`src/rtl/ote_pkg.sv`:
```
package ote_pkg;

    localparam int PIXEL_W           = 32;
    localparam int TILE_NUM_W        = 14;
    localparam int POS_W             = 4;
    localparam int CFG_W             = 9;
    localparam int PER_ROW_W         = 8;
    localparam int LAST_W            = 2 * PER_ROW_W;
    localparam int ROW_SEL_W         = 2;
    localparam int DEFAULT_MAX_WIDTH = 256;

    localparam logic [CFG_W-1:0] WIDTH_RESET = CFG_W'(256);
    localparam logic [CFG_W-1:0] TILE_SIDE   = CFG_W'(4);
    localparam logic [POS_W-1:0] POS_LAST    = '1;

    typedef struct packed {
        logic             accept;
        logic             issue;
        logic [POS_W-1:0] elem;
    } cmd_t;

    typedef struct packed {
        logic hit;
        logic can_load;
    } status_t;

endpackage

```
`src/rtl/ote_ctrl.sv`:
```
module ote_ctrl (
    input  logic              clk,
    input  logic              rst_n,
    input  logic              in_valid,
    output logic              in_ready,
    input  ote_pkg::status_t  st,
    output ote_pkg::cmd_t     cmd
);

    typedef enum logic {
        IDLE,
        EMIT
    } state_t;

    state_t                     state_reg;
    state_t                     state_next;
    logic [ote_pkg::POS_W-1:0]  elem_reg;
    logic [ote_pkg::POS_W-1:0]  elem_next;
    logic                       accept;
    logic                       issue;

    assign in_ready = (state_reg == IDLE);
    assign accept   = in_valid && in_ready;
    assign issue    = (state_reg == EMIT) && st.can_load;

    assign cmd.accept = accept;
    assign cmd.issue  = issue;
    assign cmd.elem   = elem_reg;

    always_comb
    begin
        state_next = state_reg;
        elem_next  = elem_reg;
        unique case (state_reg)
            IDLE:
            begin
                if (accept && st.hit)
                begin
                    state_next = EMIT;
                    elem_next  = '0;
                end
            end
            EMIT:
            begin
                if (issue)
                begin
                    elem_next = elem_reg + ote_pkg::POS_W'(1);
                    if (elem_reg == ote_pkg::POS_LAST)
                    begin
                        state_next = IDLE;
                    end
                end
            end
            default:
            begin
                state_next = IDLE;
            end
        endcase
    end

    always_ff @(posedge clk or negedge rst_n)
    begin
        if (!rst_n)
        begin
            state_reg <= IDLE;
            elem_reg  <= '0;
        end
        else
        begin
            state_reg <= state_next;
            elem_reg  <= elem_next;
        end
    end

endmodule

```
`config.mk`:
```
export PLATFORM = sky130hd
export DESIGN_NAME = ote_ctrl
export DESIGN_NICKNAME = d
export VERILOG_FILES = /design/src/rtl/ote_pkg.sv /design/src/rtl/ote_ctrl.sv
export SDC_FILE = /design/constraint.sdc
export NUM_CORES = 1
export LEC_CHECK = 0
export BUFFER_PORTS_ARGS = -buffer_cell sky130_fd_sc_hd__buf_2
export CAP_MARGIN = 10
export CORE_AREA = 5 5 42 44
export DETAILED_ROUTE_END_ITERATION = 12
export DIE_AREA = 0 0 47 49
export HOLD_SLACK_MARGIN = 0.05
export PLACE_DENSITY = 0.48
export SLEW_MARGIN = 40
export SYNTH_ARGS = -nofsm -noshare
export SYNTH_HDL_FRONTEND = slang
export SYNTH_SLANG_ARGS = --single-unit
```
`constraint.sdc`:
```
create_clock -name clk -period 1.2 [get_ports clk]
set_input_delay 0.06 -clock clk [delete_from_list [all_inputs] [get_ports clk]]
set_output_delay 0.06 -clock clk [all_outputs]
set_load 0.02 [all_outputs]
```
==> results.py <==
metrics = {
    "yosys": {
        "syn_area_um2": 257.7,
        "synthCells": 26,
        "synth.area.mux_share_pct": 3.883,
        "synth_top_area_share_pct": 48.54,
        "synth_compound_area_share_pct": 5.825,
        "synth_adder_area_share_pct": 4.854,
        "synth_top_family_by_area": "simple AND/OR/NAND/NOR gates",
        "avgSynthCellArea_um2": 9.913,
        "synth_nets": 32,
        "synth_warnings": 0,
        "synthXorXnorAreaFrac_pct": 3.398,
        "ys_seq_area_share_pct": 48.54,
        "ys_types": 16,
        "yosys.area.top_type": "dfrtp_1",
        "synth-simple-area-share_pct": 24.76,
        "synthTopCellsByArea": "dfrtp_1 49%, nand3_1 5.8%, buf_4 5.8%",
        "synth-seq-cells": 5,
    },
    "sta": {
        "finalClockSkew_ps": 5.764,
        "rsz0062_at_grt": "false",
        "period_needed_ps": 1096,
        "min_period_over_period_pct": 91.37,
        "setup_violations": 0,
        "hold_violations": 0,
        "fmax_mhz": 912.0,
        "setup_total_negative_slack_ps": 0,
        "tightest_slew_ps": 179.7,
        "slew_headroom_pct": 87.98,
        "drv_slew": 0,
    },
    "clocking": {
        "htreeDepth": 1,
        "clk_latency_ps": 240,
        "cts-root-buf": "clkbuf_4",
        "cts_made_buffers": 3,
        "cts_tree": "done",
        "clk_pin_slew_ps": 50,
        "ctsHoldBuffers": 2,
        "cts_buffer_depth": 2,
        "cts_setup_buffers": 0,
        "cts_resized": 0,
        "numClockSinks": 5,
    },
    "layout": {
        "num-nets-final": 48,
        "syn_to_final_growth_pct": 41.26,
        "diodes": 0,
        "final_cell_mix": "11 x buf_2, 5 x dfrtp_1, 3 x nand3_1, 3 x nand2_1, 3 x clkbuf_4",
        "fillers": 165,
        "drive_gt1_share_pct": 41.46,
        "final_common_cell": "buf_2",
        "largest_reg_flops": 4,
        "instances_no_fill": 57,
    },
    "die": {
        "rows": 14,
        "chipHeight_um": 49,
        "chipWidth_um": 47,
        "die_area_um2": 2303,
        "io_pins": 12,
        "start_util_pct": 18.39,
        "core_area_um2": 1401,
    },
    "pwr": {
        "p_per_area_nw_per_um2": 2540,
        "peakVddDrop_uv": 882.5,
        "p_leak_uw": 0.0001972,
    },
    "run": {
        "cap_violations": 0,
    },
    "min_path": {
        "hold_path.class": "in -> reg",
        "hp-start": "in_valid",
    },
    "worst_setup_path": {
        "crit_required_ps": 1140,
        "r2r-start": "elem_reg[0]",
        "worst_ep_arrival_time_ps": 1040,
        "path_cells": "and2b_2, buf_2",
        "criticalPathCategory": "reg -> out",
        "critPathSlowestCell": "dfrtp_1",
        "critPathCaptureType": "output port",
        "critPathLaunchType": "flop",
        "rrSetupSlack_ps": 140,
        "worstRegToRegCells": 3,
        "r2r-end": "state_reg",
        "cp_slowest_stage_delay_ps": 410,
        "crit_start": "state_reg",
        "worstSetupEndpoint": "cmd[5]",
        "crit_fanout": 5,
    },
    "global_routing": {
        "overflow": 0,
        "grt_max_degree": 6,
        "grt_pass1_wl_mm": 1.028,
        "antenna_found_initial": 0,
        "grt_util_all_layers_pct": 6.572,
        "grt_pass1_vias": 251,
    },
    "routing": {
        "antenna_left": 0,
        "routedWlPerCell_um": 11.77,
        "routed_via_density": 4.035,
        "drt_iter0_drc": 4,
        "totalWireLength_um": 671,
        "drt_first_pass_iters": 2,
        "vias": 230,
        "drc": 0,
    },
    "placement": {
        "dpl.hpwl_um": 516.9,
        "place_inst": 51,
        "port_buffers": 11,
        "gp_congestion": 0.6975,
    },
    "run_status": {
        "status": "completed",
    },
}
[cells in the mapped netlist]
cell,count
xor2_1,1
inv_1,1
mux2i_1,1
inv_2,1
o21ai_0,2
buf_4,2
and2b_2,1
and4_1,1
nand4_1,1
a21oi_1,1
nand2_1,3
nand3b_1,1
dfrtp_1,5
nand2_2,1
ha_1,1
nand3_1,3
[layer usage]
metal | up-vias | track usage [%] | wire (µm)
met5 | - | 0 | 0
met4 | 0 | 6.912 | 0
met3 | 0 | 2.214 | 74
met2 | 11 | 7.692 | 246
met1 | 101 | 8.444 | 350
li1 | 118 | - | -
[power breakdown]
part	internal, µW	switching, µW	total (µW)	leakage, µW
Sequential	248	88.0	336	0.0000589
Combinational	149	240	389	0.000123
Clock	126	73.9	200	0.0000150
[metrics by stage]
step | utilization (%) | area (µm²) | power, µW | hold WS (ps) | setup WS, ps
2_1_floorplan | - | 257.7 | 597.9 | -235.6 | 110.9
3_3_place_gp | 22.68 | 317.8 | 717.4 | -116.3 | 163.7
3_5_place_dp | 22.68 | 317.8 | 729.5 | -116.2 | 145.1
4_1_cts | 25.98 | 364.1 | 943.4 | 141.2 | 84.31
5_1_grt | 25.98 | 364.1 | 998.3 | 155.5 | 45.11
6_report | 25.98 | 364.1 | 924.7 | 143.9 | 103.6
[final cells by class]
type	count	area, µm²	area share, %
inverter	2	7.507	2.062
timing repair buffer	13	75.07	20.62
clock buffer	4	26.28	7.216
multi-input combinational	17	110.1	30.24
tap	16	20.02	5.498
sequential	5	125.1	34.36
[worst max-delay path: cells and delay by family (launching register included)]
family | cells | cell delay, ps
buffers and inverters | 1 | 150
flip-flops | 1 | 410
AND/OR/NAND/NOR | 1 | 230
[how the worst min path moves through the flow]
stage	to	slack, ps	cells past startpoint
global placement	elem_reg[2]	-120	1
floorplan	elem_reg[0]	-240	0
detailed placement	state_reg	-120	1
CTS	elem_reg[2]	140	3
global route	elem_reg[2]	160	3
finish	elem_reg[2]	140	3
[cells by family (layout without fill, tap and decap cells)]
logic type	after synthesis	after routing
and+or+nand+nor	11	11
xor gates and xnor gates	1	1
buffers and inverters	4	19
muxes	1	1
AOI/OAI and AO/OA	3	3
adders and majority gates	1	1
DFF	5	5
Power figures use the tool's default switching activity.
